--- src/rtl/lzssbd_pkg.sv ---
// shared types and constants of the lzss bit-stream decompressor
`timescale 1ns / 1ps
`default_nettype none

package lzssbd_pkg;

   localparam int DICT_DEPTH_DEF = 8192;
   localparam int BYTE_W         = 8;
   localparam int LIMIT_W        = 24;
   localparam int LEN_BITS       = 4;
   localparam int LEN_BIAS       = 3;
   localparam int COPY_LEFT_W    = 5;
   localparam int BITS_LEFT_W    = 4;

   localparam logic [LIMIT_W-1:0] LIMIT_RESET = {LIMIT_W{1'b1}};

   typedef enum logic [1:0] {
      TOK_NONE,
      TOK_LIT,
      TOK_END,
      TOK_COPY
   } tok_type;

   typedef enum logic [2:0] {
      ST_IDLE,
      ST_BIT,
      ST_LIT,
      ST_END,
      ST_READ,
      ST_COPY,
      ST_FLUSH
   } state_type;

   typedef struct packed {
      logic accept;
      logic shift;
      logic rd;
      logic put;
      logic put_copy;
      logic put_done;
      logic flush;
   } cmd_type;

   typedef struct packed {
      tok_type tok;
      logic    finished;
      logic    limit_hit;
      logic    no_bits;
      logic    last_bit;
      logic    copy_last;
      logic    hold_valid;
      logic    can_push;
      logic    out_free;
   } stat_type;

endpackage

`default_nettype wire

--- src/rtl/lzssbd_ctrl.sv ---
// controller state machine of the lzss bit-stream decompressor
`timescale 1ns / 1ps
`default_nettype none

module lzssbd_ctrl (
   input  wire logic                 clock,
   input  wire logic                 reset,
   input  wire logic                 req_tvalid,
   output logic                      req_tready,
   input  wire lzssbd_pkg::stat_type stat,
   output lzssbd_pkg::cmd_type       cmd
);
   import lzssbd_pkg::*;

   state_type state_ff, state_in;

   always_ff @(posedge clock) begin
      if (reset) begin
         state_ff <= ST_IDLE;
      end else begin
         state_ff <= state_in;
      end
   end

   always_comb begin
      state_in   = state_ff;
      cmd        = '0;
      req_tready = 1'b0;
      unique case (state_ff)
         ST_IDLE: begin
            req_tready = 1'b1;
            if (req_tvalid) begin
               cmd.accept = 1'b1;
               state_in   = ST_BIT;
            end
         end
         ST_BIT: begin
            if (stat.finished) begin
               state_in = ST_FLUSH;
            end else begin
               cmd.shift = 1'b1;
               unique case (stat.tok)
                  TOK_LIT:  state_in = ST_LIT;
                  TOK_END:  state_in = ST_END;
                  TOK_COPY: state_in = ST_READ;
                  TOK_NONE: state_in = stat.last_bit ? ST_FLUSH : ST_BIT;
                  default:  state_in = ST_FLUSH;
               endcase
            end
         end
         ST_LIT: begin
            if (stat.can_push) begin
               cmd.put = 1'b1;
               state_in = (stat.limit_hit || stat.no_bits) ? ST_FLUSH : ST_BIT;
            end
         end
         ST_END: begin
            if (stat.can_push) begin
               cmd.put_done = 1'b1;
               state_in     = ST_FLUSH;
            end
         end
         ST_READ: begin
            cmd.rd   = 1'b1;
            state_in = ST_COPY;
         end
         ST_COPY: begin
            if (stat.can_push) begin
               cmd.put      = 1'b1;
               cmd.put_copy = 1'b1;
               priority if (stat.limit_hit) begin
                  state_in = ST_FLUSH;
               end else if (stat.copy_last) begin
                  state_in = stat.no_bits ? ST_FLUSH : ST_BIT;
               end else begin
                  state_in = ST_READ;
               end
            end
         end
         ST_FLUSH: begin
            if (!stat.hold_valid) begin
               state_in = ST_IDLE;
            end else if (stat.out_free) begin
               cmd.flush = 1'b1;
               state_in  = ST_IDLE;
            end
         end
         default: state_in = ST_IDLE;
      endcase
   end

endmodule

`default_nettype wire

--- config.mk ---
export PLATFORM = sky130hd
export DESIGN_NAME = lzssbd_ctrl
export DESIGN_NICKNAME = d
export VERILOG_FILES = /design/src/rtl/lzssbd_pkg.sv /design/src/rtl/lzssbd_ctrl.sv
export SDC_FILE = /design/constraint.sdc
export NUM_CORES = 1
export LEC_CHECK = 0
export ABC_AREA = 1
export BUFFER_PORTS_ARGS = -buffer_cell sky130_fd_sc_hd__buf_2
export CORE_AREA = 2 2 39 41
export DETAILED_ROUTE_END_ITERATION = 7
export DIE_AREA = 0 0 41 43
export GPL_TIMING_DRIVEN = 0
export PLACE_DENSITY_LB_ADDON = 0.2
export SLEW_MARGIN = 10
export SYNTH_ARGS = -nofsm -noshare
export SYNTH_HDL_FRONTEND = slang
export SYNTH_SLANG_ARGS = --single-unit
export TNS_END_PERCENT = 20
--- constraint.sdc ---
create_clock -name clock -period 1.1 [get_ports clock]
set_input_delay 0.055 -clock clock [delete_from_list [all_inputs] [get_ports clock]]
set_output_delay 0.055 -clock clock [all_outputs]
set_load 0.02 [all_outputs]
# [After elaboration in Yosys (flattened, before gate mapping)]
# Index checks and enable logic that the tools add are counted.
[word_totals] input_bits=13 word_cells=47 ff_bits=3 out_inout_bits=8
[op_classes] n_reduce_logical=4 mux=28 eq_ne=14
[ops] cell="$mux 3" n=12
[ops] cell="$pmux 3 s7" n=1
[ops] cell="$mux 1" n=12
[ops] cell="$pmux 3 s4" n=1
[ops] cell="$eq 3x3->1 const B" n=3
[ops] cell="$ne 2x2->1 const B" n=4
[ops] cell="$eq 3x2->1 const B" n=2
[ops] cell="$reduce_and 5->1" n=1
[ops] cell="$eq 2x2->1 const B" n=2
[ops] cell="$eq 3x1->1 const B" n=1
[ops] cell="$logic_not 3->1" n=1
[ops] cell="$ne 3x3->1 const B" n=1
[ops] cell="$eq 2x1->1 const B" n=1
[ops] cell="$logic_not 2->1" n=1
[ops] cell="$mux 2" n=1
[ops] cell="$pmux 1 s2" n=1
[ops] cell="$logic_or 1x1->1" n=1

# [Longest topological paths before layout]
# Gate-level depths: netlist of run 1.
[depth] word_depth=5 ltp_mapped=10 ltp_nobuf=9

# [Worst setup path after synthesis of run 1]
# Ideal clock, no wire load.
[synth_timing] path_type="register to register" startpoint="register state_ff[1]" endpoint="register state_ff[2]" arrival_time_ns=1.122 synth_period_minus_slack_ns=1.192 required_time_ns=1.030 path_buffers=0 slack_ns=-0.092 stages_incl_launch_ff=8 path_cell_list="dfxtp_1 inv_2 nand2_1 nor2_1 a21oi_1 nand3_1 nand2_1 a21oi_1"
[synth_between] elab_chain_cells=3 word_cells_on_any_way=14 classes_between="eq/ne (11); mux (1); reduce/logical (2)"
[synth_rtl] element="start: declaration" line_no="lzssbd_ctrl.sv:15" source="state_type state_ff, state_in;"
[synth_rtl] element="start signal: assignment" line_no="lzssbd_ctrl.sv:21" source="state_ff <= state_in;"
[synth_rtl] element="$eq 3x3->1, or another cell as far along" line_no="lzssbd_ctrl.sv:29" source="unique case (state_ff)"
[synth_rtl] element="$ne 3x3->1 (no source line) or $ne 2x2->1 (tied branches)"
[synth_rtl] element="$reduce_and 5->1 (no source line)"
# Several ways; a longest one is shown, not always the timed one.
# A chain may end at the register's enable or synchronous reset.

==> metrics.md, run 1 <==
| Metric | Value |
|---|---|
| Status | `complete, but fails checks` |
| Violations in the final reports | `setup timing` |
| Clock transition at the registers of the reported paths | `around 0.03 ns` |
| Most frequent cells in the layout | `nand2_1 (21), nor2_1 (13), buf_2 (12), inv_1 (9), buf_4 (9)` |
| Critical path endpoint category | `output port` |
| Startpoint types | `flop` |
| Synth unique cells | `15` |
| TritonRoute pass-1 iters | `3` |
| Final Routed Wirelength | `951 um` |
| # IOs | `21` |
| WL met1 | `424 um` |
| CP Class | `reg -> out` |
| Clock Latency Late Sink | `0.23 ns` |
| Met3 Wirelength | `just under 50 um` |
| Final WS setup | `-0.0903 ns` |
| Wire per inst | `between 7 and 8 um` |
| GRT Total Usage | `~13%` |
| Syn. warnings | `0` |
| Slew margin rel. | `roughly nine tenths` |
| Fin nets | `approximately 120` |
| Root Buffer | `clkbuf_4` |
| Filler instances | `around 160` |
| Reg with most FFs | `state_ff` |
| HPWL Detailed | `753 um` |
| Vias | `between 500 and 600` |
| Post-synthesis average cell area | `5.12 sq um` |
| Commonest non-fill, non-tap cell in the layout | `nand2_1` |
| Critical-path maximum fanout | `8` |
| Yosys reg bits | `3` |
| Pwr dens | `2510 mW/mm^2` |
| P_leak | `0.356 nW` |
| Vias in the first global route | `454` |
| Largest net degree at the start of global routing | `9` |
| Die area | `between 0.0015 and 0.002 sq mm` |
| Sequential share of the synthesized area | `15.0%` |
| Dominant cell type by area after synthesis | `nand2_1` |
| Slowest stage delay, CP | `between 0.3 and 0.4 ns` |
| RSZ-0062 raised after global routing | `yes` |
| IO Port Bufs | `20` |
| Routability congestion estimate | `0.754` |
| Setup WS pre-CTS | `-0.0879 ns` |
| Vias per cell | `4.44` |
| Top cells by area, synth | `nand2_1 (23%), dfxtp_1 (15%), nor2_1 (14%), inv_1 (9.4%), a21oi_1 (8.8%)` |
| Max-cap violations | `0` |
| Htree depth | `1` |
| Area grow syn2layout | `63.9%` |
| Syn Nets | `91` |
| DRC violations left | `0` |
| Worst slew pin tran | `about 0.15 ns` |
| Clock Path Buffers | `2` |
| Synth Instances | `between 70 and 80` |
| Initial antenna violation count | `0` |
| Mapped Area | `399 sq um` |
| WL met2 | `about 480 um` |
| Setup-failing EPs final | `7` |
| Max-slew violation count | `0` |
| Max reg flops | `3` |
| Largest registers | `state_ff x3` |
| Worst-path cell chain | `nor2_4, nand2_2, a21oi_2, buf_4` |
| Worst ir drop on vdd | `1.18 mV` |
| Register area | `71.3 sq um` |
| Detail Route Antenna Nets | `0` |
| Worst EP required | `1.04 ns` |
| Starting Density | `28.8%` |
| Total gr overflow | `0` |
| Fin Clk Skew | `0.00313 ns` |
| Final period utilization | `108%` |
| Fin Setup TNS | `-0.141 ns` |
| Site row count | `14` |
| Slowest-stage cell, CP | `dfxtp_4` |
| # clock sinks | `3` |
| Post-layout min period | `1.19 ns` |
| TritonCTS clock tree | `yes` |
| Core area | `0.00138 sq mm` |
| WP data arrival | `1.14 ns` |
| Max Clk Rate | `between 800 and 900 MHz` |
| DR iter-0 viols | `6` |
| DIE WIDTH | `41 um` |
| Global-route wire length before repair | `1650 um` |
| Top Metal Used | `met3` |
| HP Class | `in -> reg` |
| Num CTS Buffers | `3` |
| Die Ht | `43 um` |
| Fin. Hold Viols | `0` |
| Ant diodes | `0` |
| Fraction of layout cells with a size suffix above 1 | `45.7%` |
| Area of the multi-input gates | `between 300 and 400 sq um` |
| Synth top area share | `a little under a quarter` |
## layer usage
metal	vias up	global-route usage (%)
met4	0	2.00
li1	298	-
met2	14	21.9
met3	0	6.28
met5	-	0
met1	225	15.7
## critical path: cells and delay by family, from the launching register on
family,cells,cell delay [ns]
DFF,1,0.38
and+or+nand+nor,2,0.25
buffers and inverters,1,0.15
AOI/OAI and AO/OA,1,0.13
## cell type report
class / instances / area share, %
Clock buffer: 4 / 4.02
Timing Repair Buffer: 24 / 24.5
Inverter: 13 / 7.84
Sequential cell: 3 / 10.9
Tap cell: 16 / 3.06
Multi-Input combinational cell: 61 / 49.7
## synth_stat cells
master    count
nand2_1      24
nor2_1       15
inv_1        10
a21oi_1       7
nand3_1       5
dfxtp_1       3
inv_2         3
nand3_2       2
nor2_2        2
nor3_1        2
buf_6         1
nand2_2       1
nand2_4       1
nand3b_1      1
o21ai_0       1
## path summary, 6_finish.rpt
path                                  from                  endpoint  slack (ns)  cells after the start
setup / recovery  state_ff[2]$_SDFFE_PP0P_                    cmd[3]       -0.09                      4
hold / removal                     stat[8]  state_ff[0]$_SDFFE_PP0P_        0.22                      5
setup reg to reg  state_ff[2]$_SDFFE_PP0P_  state_ff[0]$_SDFFE_PP0P_           0                      8
hold reg to reg   state_ff[1]$_SDFFE_PP0P_  state_ff[1]$_SDFFE_PP0P_        0.53                      2
## cell families (layout without fill, tap and decap cells)
| family | count (synthesis) | after routing | share of synthesized area, % |
|---|---|---|---|
| AND/OR/NAND/NOR | 53 | 53 | 59.9 |
| buffers and inverters | 14 | 41 | 15.0 |
| AO/OA/AOI/OAI | 8 | 8 | 10.0 |
| flip-flops | 3 | 3 | 15.0 |
## power by group
group	switching (W)	internal (W)	total [W]
clock	0.0000540	0.000136	0.000190
sequential	0.000153	0.000193	0.000346
combinational	0.000621	0.000487	0.00111
## what timing repair did
item / CTS / global route
hold buffers: 1 / 0
setup endpoints to repair: 11 / 10
gates resized for setup: 21 / 8
setup buffers: 2 / 1
pin swaps: 4 / 6
endpoints found under the hold margin: 3 / 0
## through the flow
step                      total power [W]  instance area, sq um  util, %  hold slack, ns  cells
final                             0.00164                   654     47.3           0.220    121
after floorplan                  0.000954                   402        -           0.124     78
after global placement            0.00118                   522     37.7           0.250    114
after detailed placement          0.00118                   522     37.7           0.253    114
after CTS                         0.00158                   633     45.8           0.212    121
after global routing              0.00183                   654     47.3           0.271    121
Note: power is estimated with default switching activity, not from simulation.
==> run 2: changes to the inputs <==
Settings changed: PLACE_DENSITY set to 0.58, PLACE_DENSITY_LB_ADDON 0.2 to not set.
==> run 2 against run 1 <==
Critical path depth increased by 1. Clock skew is 0.0040 ns higher. Combinational power hardly changed. Non-clock buffer count shrank 1. Flip-flop and latch count is the same. Design area fell by 0.76%. The run still ends with setup timing left. Largest cell class unchanged. Total power decreased by 3.1%. Via count decreased by 1.9%. Worst setup slack gained 0.0030 ns. Hold slack worse by 0.021 ns. Die area unchanged.
==> metrics.md, run 2 (synthesis results as in run 1) <==
| Metric | Value |
|---|---|
| Slew margin rel. | `87.2% (-2.5 points)` |
| Slowest stage delay, CP | `0.30 ns (-0.08 ns)` |
| Fraction of layout cells with a size suffix above 1 | `44.2% (-1.5 points)` |
| Finished Layout Cells | `120 (-0.83%)` |
| Gr busiest metal | `met2` |
| Clock Power Share | `13.0% (+1.5 points)` |
| Placement Cell Area | `522 sq um (unchanged)` |
| Inst Count DP | `114 (unchanged)` |
| Max-cap violations | `0 (unchanged)` |
| Num CTS Buffers | `3 (unchanged)` |
| Initial antenna violation count | `0 (unchanged)` |
| Worst slew pin tran | `0.191 ns (+0.0373 ns)` |
| Pint | `0.000772 W (-5.3%)` |
| GR met3 Demand/Resource | `4.71% (-1.6 points)` |
| Ant diodes | `0 (unchanged)` |
| Area grow syn2layout | `62.7%` |
| Core area | `0.00138 sq mm (unchanged)` |
| Largest registers | `state_ff x3` |
| Vias per cell | `4.39 (-1.0%)` |
| TritonCTS clock tree | `yes` |
| Starting Density | `28.8% (unchanged)` |
| Total power | `0.00159 W (-3.1%)` |
| # IOs | `21 (unchanged)` |
| Worst EP required | `1.04 ns (about the same)` |
| Fin nets | `118 (-0.84%)` |
| CP Class | `reg -> out` |
| Largest net degree at the start of global routing | `9 (unchanged)` |
| Setup-failing EPs final | `9 (+2)` |
| Global-route wire length before repair | `1550 um (-6.3%)` |
| Max-slew violation count | `0 (unchanged)` |
| Reg with most FFs | `state_ff` |
| Clock transition at the registers of the reported paths | `0.03 ns (about the same)` |
| Critical path endpoint category | `output port` |
| Fin. Hold Viols | `0 (unchanged)` |
| P_leak | `0.337 nW (-5.4%)` |
| Combinational power share | `68.8% (+1.4 points)` |
| Critical-path maximum fanout | `8 (unchanged)` |
| HP Class | `in -> reg` |
| Worst ir drop on vdd | `1.27 mV (+7.5%)` |
| Htree depth | `1 (unchanged)` |
| Switch Pwr | `0.000820 W (-0.89%)` |
| Die area | `0.00176 sq mm (unchanged)` |
| Clock Path Buffers | `2 (unchanged)` |
| Startpoint types | `flop` |
| CP top delay family | `flip-flops` |
| Vias | `527 (-1.9%)` |
| Commonest non-fill, non-tap cell in the layout | `nand2_1` |
| Site row count | `14 (unchanged)` |
| Slowest-stage cell, CP | `dfxtp_2` |
| CP Depth | `5 (+1)` |
| Max Clk Rate | `842 MHz (+0.25%)` |
| Max reg flops | `3 (unchanged)` |
| Register area | `68.8 sq um (-3.5%)` |
| DR iter-0 viols | `4 (-2)` |
| # clock sinks | `3 (unchanged)` |
| Clock Latency Late Sink | `0.25 ns (+0.02 ns)` |
| Routability congestion estimate | `0.742 (-1.6%)` |
| Setup slack, reg-to-reg | `-0.03 ns (-0.03 ns)` |
| TritonRoute pass-1 iters | `2 (-1)` |
| Die Ht | `43 um (unchanged)` |
| Fin Clk Skew | `0.00712 ns (+0.00400 ns)` |
| Final Routed Wirelength | `916 um (-3.7%)` |
| Total gr overflow | `0 (unchanged)` |
| Final WS setup | `-0.0873 ns (+0.00302 ns)` |
| HPWL Detailed | `732 um (-2.9%)` |
| RSZ-0062 raised after global routing | `yes` |
| Filler instances | `150 (-8.5%)` |
| IO Port Bufs | `20 (unchanged)` |
| R2R depth | `9 (+1)` |
| Wire per inst | `7.63 um (-2.9%)` |
| Status | `complete, but fails checks` |
| Met1 Use GR | `15.1% (-0.64 points)` |
| DRC violations left | `0 (unchanged)` |
| Pwr dens | `2450 mW/mm^2 (-2.4%)` |
| Post-route cell area | `649 sq um (-0.76%)` |
| GRT Total Usage | `13.1% (-0.30 points)` |
| Vias in the first global route | `428 (-5.7%)` |
| Final period utilization | `108% (-0.27 points)` |
| Worst-path cell chain | `buf_6, nor2_4, nand2_2, a21oi_2, buf_6` |
| Switch share | `51.5% (+1.1 points)` |
| Root Buffer | `clkbuf_4` |
| WP data arrival | `1.13 ns (about the same)` |
| DIE WIDTH | `41 um (unchanged)` |
| Global Route met2 Usage | `19.7% (-2.2 points)` |
| Most frequent cells in the layout | `nand2_1 (21), buf_2 (13), nor2_1 (12), inv_1 (10), a21oi_1 (6)` |
| Area of the multi-input gates | `325 sq um (unchanged)` |
| Violations in the final reports | `setup timing` |
| WHS Path Cells | `5 (unchanged)` |
| Most used cell, CP | `buf_6` |
| Fin Setup TNS | `-0.438 ns (-0.296 ns)` |
| Post-layout min period | `1.19 ns (-0.00302 ns)` |
| CP bufs+invs | `2 (+1)` |
| Sequential share of power | `18.2% (-2.9 points)` |
| Detail Route Antenna Nets | `0 (unchanged)` |
==> run 2: routing by layer <==
layer / up-vias / part of all wire, %
li1: 292 / -
met1: 221 / 43
met2: 12 / 50
met3: 2 / 3.8
met4: 0 / 2.5
met5: - / 0
==> run 2: repair_timing <==
action,in CTS,in global routing
pin swaps,4,4
buffers inserted,1,0
gates resized for setup,20,7
hold endpoints to repair,3,0
setup endpoints to repair,11,11
hold buffers,1,0
==> run 2: power by group through the flow <==
stage               combinational, W  sequential (W)  clock (W)
floorplan                   0.000733        0.000221          0
CTS                          0.00108        0.000272   0.000220
global placement            0.000937        0.000237          0
detailed placement          0.000936        0.000235          0
global route                 0.00123        0.000299   0.000230
finish                       0.00110        0.000291   0.000207
==> run 2: per-stage QoR <==
step / worst slack, ns / hold slack [ns] / util [%]
after detailed placement: -0.0716 / 0.250 / 37.7
after floorplan: 0.0115 / 0.124 / -
final: -0.0873 / 0.199 / 46.9
after CTS: -0.116 / 0.198 / 44.9
after global placement: -0.0774 / 0.249 / 37.7
after global routing: -0.176 / 0.228 / 46.9
==> run 2: final timing paths <==
| kind | endpoint | start |
|---|---|---|
| hold / removal | state_ff[0]$_SDFFE_PP0P_ | stat[8] |
| setup / recovery | cmd[3] | state_ff[2]$_SDFFE_PP0P_ |
| setup reg to reg | state_ff[2]$_SDFFE_PP0P_ | state_ff[2]$_SDFFE_PP0P_ |
| hold reg to reg | state_ff[1]$_SDFFE_PP0P_ | state_ff[1]$_SDFFE_PP0P_ |
==> run 2: final cells by class <==
| cell class | count | share of cell area (%) |
|---|---|---|
| buffer | 1 | 1.73 |
| clock buffer | 4 | 4.05 |
| inverter | 13 | 7.90 |
| multi-input combinational | 61 | 50.1 |
| sequential | 3 | 10.6 |
| tap | 16 | 3.08 |
| timing repair buffer | 22 | 22.5 |
==> run 2: worst reg2reg max path: stages (launching register included) <==
cell and delay, ns:
dfxtp_2 0.30, buf_6 0.13, inv_1 0.11, nand3_2 0.10, nand3_2 0.09, nand2_2 0.06, nand2_4 0.08, inv_2 0.04
nand2_1 0.05, a21oi_1 0.05
==> run 3: changes to the inputs <==
--- a/config.mk
+++ b/config.mk
@@ -6,5 +6,4 @@
 export NUM_CORES = 1
 export LEC_CHECK = 0
-export ABC_AREA = 1
 export BUFFER_PORTS_ARGS = -buffer_cell sky130_fd_sc_hd__buf_2
 export CORE_AREA = 2 2 39 41
@@ -12,5 +11,5 @@
 export DIE_AREA = 0 0 41 43
 export GPL_TIMING_DRIVEN = 0
-export PLACE_DENSITY = 0.58
+export PLACE_DENSITY = 0.62
 export SLEW_MARGIN = 10
 export SYNTH_ARGS = -nofsm -noshare
==> constraint.sdc (replaced) <==
create_clock -name clock -period 1.1 [get_ports clock]
set_input_delay 0 -clock clock [delete_from_list [all_inputs] [get_ports clock]]
set_output_delay 0 -clock clock [all_outputs]
set_load 0.02 [all_outputs]
==> run 3 against run 2 <==
Register-to-register slack worse by 0.13 ns. Area after synthesis is 5.6% lower. Die area stayed put. Combinational power is 19% higher. First-iteration DRC count grew to 8.0 times the previous value. Clock power hardly changed. Non-clock buffer count is 6 higher. Largest cell class unchanged. Maximum frequency is 5.9% lower. The flow still finishes with violations (setup timing).
==> metrics.md, run 3 <==
| Metric | Value |
|---|---|
| Fraction of layout cells with a size suffix above 1 | `59.5% (+15 points)` |
| Final Routed Wirelength | `1280 um (+40%)` |
| Mapped Area | `377 sq um (-5.6%)` |
| Startpoint types | `flop` |
| Most used DFF post-synth | `dfxtp_1` |
| Clock Latency Late Sink | `0.25 ns (about the same)` |
| Sequential share of the synthesized area | `15.9% (+0.90 points)` |
| Pint | `0.000934 W (+21%)` |
| Switch Pwr | `0.000809 W (-1.4%)` |
| Top Metal Used | `met4` |
| Detail Route Antenna Nets | `0 (unchanged)` |
| WP data arrival | `1.42 ns (+0.29 ns)` |
| Yosys reg bits | `3 (unchanged)` |
| Fin. Hold Viols | `0 (unchanged)` |
| IO Port Bufs | `20 (unchanged)` |
| Routability congestion estimate | `0.751 (+1.2%)` |
| Vias per cell | `5.40 (+23%)` |
| Fin nets | `98 (-17%)` |
| Worst-path cell chain | `buf_6, nand3b_4, a21o_1, a211o_1, o31ai_2` |
| Pwr dens | `2570 mW/mm^2 (+4.6%)` |
| # clock sinks | `3 (unchanged)` |
| Largest registers | `state_ff x3` |
| Critical-path maximum fanout | `5 (-3)` |
| WL met1 | `530 um (+33%)` |
| Total gr overflow | `0 (unchanged)` |
| Most frequent cells in the layout | `buf_2 (14), buf_4 (10), buf_6 (4), nor3_2 (4)` |
| HP Class | `in -> reg` |
| CP Class | `reg -> reg` |
| Dominant cell type by area after synthesis | `dfxtp_1` |
| Worst ir drop on vdd | `1.10 mV (-13%)` |
| Critical path endpoint category | `flop` |
| Post-route cell area | `679 sq um (+4.6%)` |
| RSZ-0062 raised after global routing | `yes` |
| Combinational power share | `75.4% (+6.6 points)` |
| Syn Nets | `67 (-26%)` |
| Ant diodes | `0 (unchanged)` |
| Slowest stage delay, CP | `0.34 ns (+0.04 ns)` |
| Worst EP required | `1.26 ns (+0.22 ns)` |
| Largest net degree at the start of global routing | `11 (+2)` |
| Die Ht | `43 um (unchanged)` |
| Global-route wire length before repair | `2060 um (+34%)` |
| Synth Instances | `54 (-31%)` |
| Root Buffer | `clkbuf_4` |
| Die area | `0.00176 sq mm (unchanged)` |
| Area grow syn2layout | `80.4%` |
| CP top delay family | `compound AO/OA/AOI/OAI gates` |
| Max reg flops | `3 (unchanged)` |
| Slew margin rel. | `84.6% (-2.6 points)` |
| EDFF count, synth | `0 (unchanged)` |
| Worst slew pin tran | `0.229 ns (+0.0379 ns)` |
| # IOs | `21 (unchanged)` |
| Top cells by area, synth | `dfxtp_1 (16%), nor3_1 (6.6%), a21oi_1 (5.3%), nand3b_4 (5.3%), nor2_1 (5.0%)` |
| Post-synthesis average cell area | `6.97 sq um (+36%)` |
| Sequential share of power | `12.8% (-5.4 points)` |
| Slowest-stage cell, CP | `dfxtp_4` |
| Core area | `0.00138 sq mm (unchanged)` |
| Max-slew violation count | `0 (unchanged)` |
| Vias in the first global route | `493 (+15%)` |
| Initial antenna violation count | `0 (unchanged)` |
| DRC violations left | `0 (unchanged)` |
| Vias | `540 (+2.5%)` |
| Most frequent cells after synthesis | `nor2_1 (5), nor3_1 (5), a21oi_1 (4), inv_1 (4), dfxtp_1 (3)` |
| HPWL Detailed | `775 um (+5.9%)` |
| Post-layout min period | `1.26 ns (+0.0745 ns)` |
| Fin Clk Skew | `0.00941 ns (+0.00228 ns)` |
| Met3 Wirelength | `98 um (+180%)` |
| DIE WIDTH | `41 um (unchanged)` |
| Post-synth ARST share | `0% (unchanged)` |
| Max-cap violations | `0 (unchanged)` |
| Synth unique cells | `29 (+14)` |
| Starting Density | `27.2% (-1.6 points)` |
| P_leak | `0.326 nW (-3.2%)` |
| Setup WS pre-CTS | `-0.175 ns (-0.103 ns)` |
| Final WS setup | `-0.162 ns (-0.0745 ns)` |
| Switch share | `46.4% (-5.1 points)` |
| Status | `complete, but fails checks` |
| Clock transition at the registers of the reported paths | `0.04 ns (about the same)` |
| Placement Cell Area | `523 sq um (+0.24%)` |
| TritonRoute pass-1 iters | `4 (+2)` |
| Clock Power Share | `11.8% (-1.2 points)` |
| Final core utilization | `49.1% (+2.2 points)` |
| WL met2 | `624 um (+36%)` |
| TritonCTS clock tree | `yes` |
| Wire per inst | `12.8 um (+68%)` |
| CP bufs+invs | `1 (-1)` |
| GRT Total Usage | `17.2% (+4.1 points)` |
| Synth top area share | `15.9% (-6.6 points)` |
| Setup-failing EPs final | `9 (unchanged)` |
| Final period utilization | `115% (+6.8 points)` |
| Num CTS Buffers | `3 (unchanged)` |
| Htree depth | `1 (unchanged)` |
| Commonest non-fill, non-tap cell in the layout | `buf_2` |
| Clock Path Buffers | `2 (unchanged)` |
| Violations in the final reports | `setup timing` |
| Max Clk Rate | `793 MHz (-5.9%)` |
| Site row count | `14 (unchanged)` |
| Reg with most FFs | `state_ff` |
| DR iter-0 viols | `32 (+28)` |
| Fin Setup TNS | `-0.818 ns (-0.381 ns)` |
| Syn. warnings | `0 (unchanged)` |
==> run 3: final timing paths <==
check | start | endpoint | slack (ns) | depth (start not counted)
max | state_ff[1]$_SDFFE_PP0P_ | state_ff[2]$_SDFFE_PP0P_ | -0.16 | 5
min reg2reg | state_ff[1]$_SDFFE_PP0P_ | state_ff[1]$_SDFFE_PP0P_ | 0.71 | 3
max reg2reg | state_ff[1]$_SDFFE_PP0P_ | state_ff[2]$_SDFFE_PP0P_ | -0.16 | 5
min | reset | state_ff[2]$_SDFFE_PP0P_ | 0.07 | 3
==> run 3: through the flow <==
stage               total power [W]  hold WS [ns]  std cells
floorplan                  0.000958        0.0647         54
global placement            0.00118         0.223         90
detailed placement          0.00118         0.228         90
CTS                         0.00165        0.0459        100
global route                0.00188        0.0807        100
finish                      0.00174        0.0682        100
==> run 3: power groups by stage <==
stage,clock (W),combinational (W),sequential [W]
after floorplan,0,0.000767,0.000191
after detailed placement,0,0.000981,0.000200
final,0.000205,0.00131,0.000224
after global placement,0,0.000985,0.000199
after global routing,0.000219,0.00143,0.000233
after CTS,0.000212,0.00123,0.000214
==> run 3: routing by layer <==
metal | vias to the layer above | GRT usage, %
met5 | - | 0
met4 | 0 | 12.0
met3 | 3 | 1.57
met2 | 28 | 27.2
met1 | 242 | 20.4
li1 | 267 | -
==> run 3: cell type report <==
class	instances	area [sq um]
buffer	3	33.8
clock buffer	4	26.3
fill	138	704
inverter	4	17.5
multi-input combinational	44	349
sequential	3	66.3
tap	16	20.0
timing repair buffer	26	166
==> run 3: worst reg2reg max path, delay by kind of cell (launching register included) <==
| family | cells | cell delay (ns) |
|---|---|---|
| AOI/OAI and AO/OA | 3 | 0.53 |
| buffers and inverters | 1 | 0.13 |
| DFF | 1 | 0.34 |
| and+or+nand+nor | 1 | 0.17 |
==> run 3: repair_timing <==
| action | CTS | global route |
|---|---|---|
| pin swaps | 4 | 4 |
| hold buffers | 1 | 0 |
| endpoints found under the hold margin | 2 | 0 |
| resized for setup | 17 | 9 |
| buffers inserted | 4 | 0 |
| endpoints found under the setup margin | 11 | 11 |
| gates cloned | 1 | 0 |
==> run 3: kinds of logic (layout without fill, tap and decap cells) <==
group | Yosys count | count (layout) | share of synthesized area, %
and+or+nand+nor | 24 | 24 | 38.9
AOI/OAI and AO/OA | 20 | 20 | 36.5
buffers and inverters | 7 | 37 | 8.64
DFF | 3 | 3 | 15.9
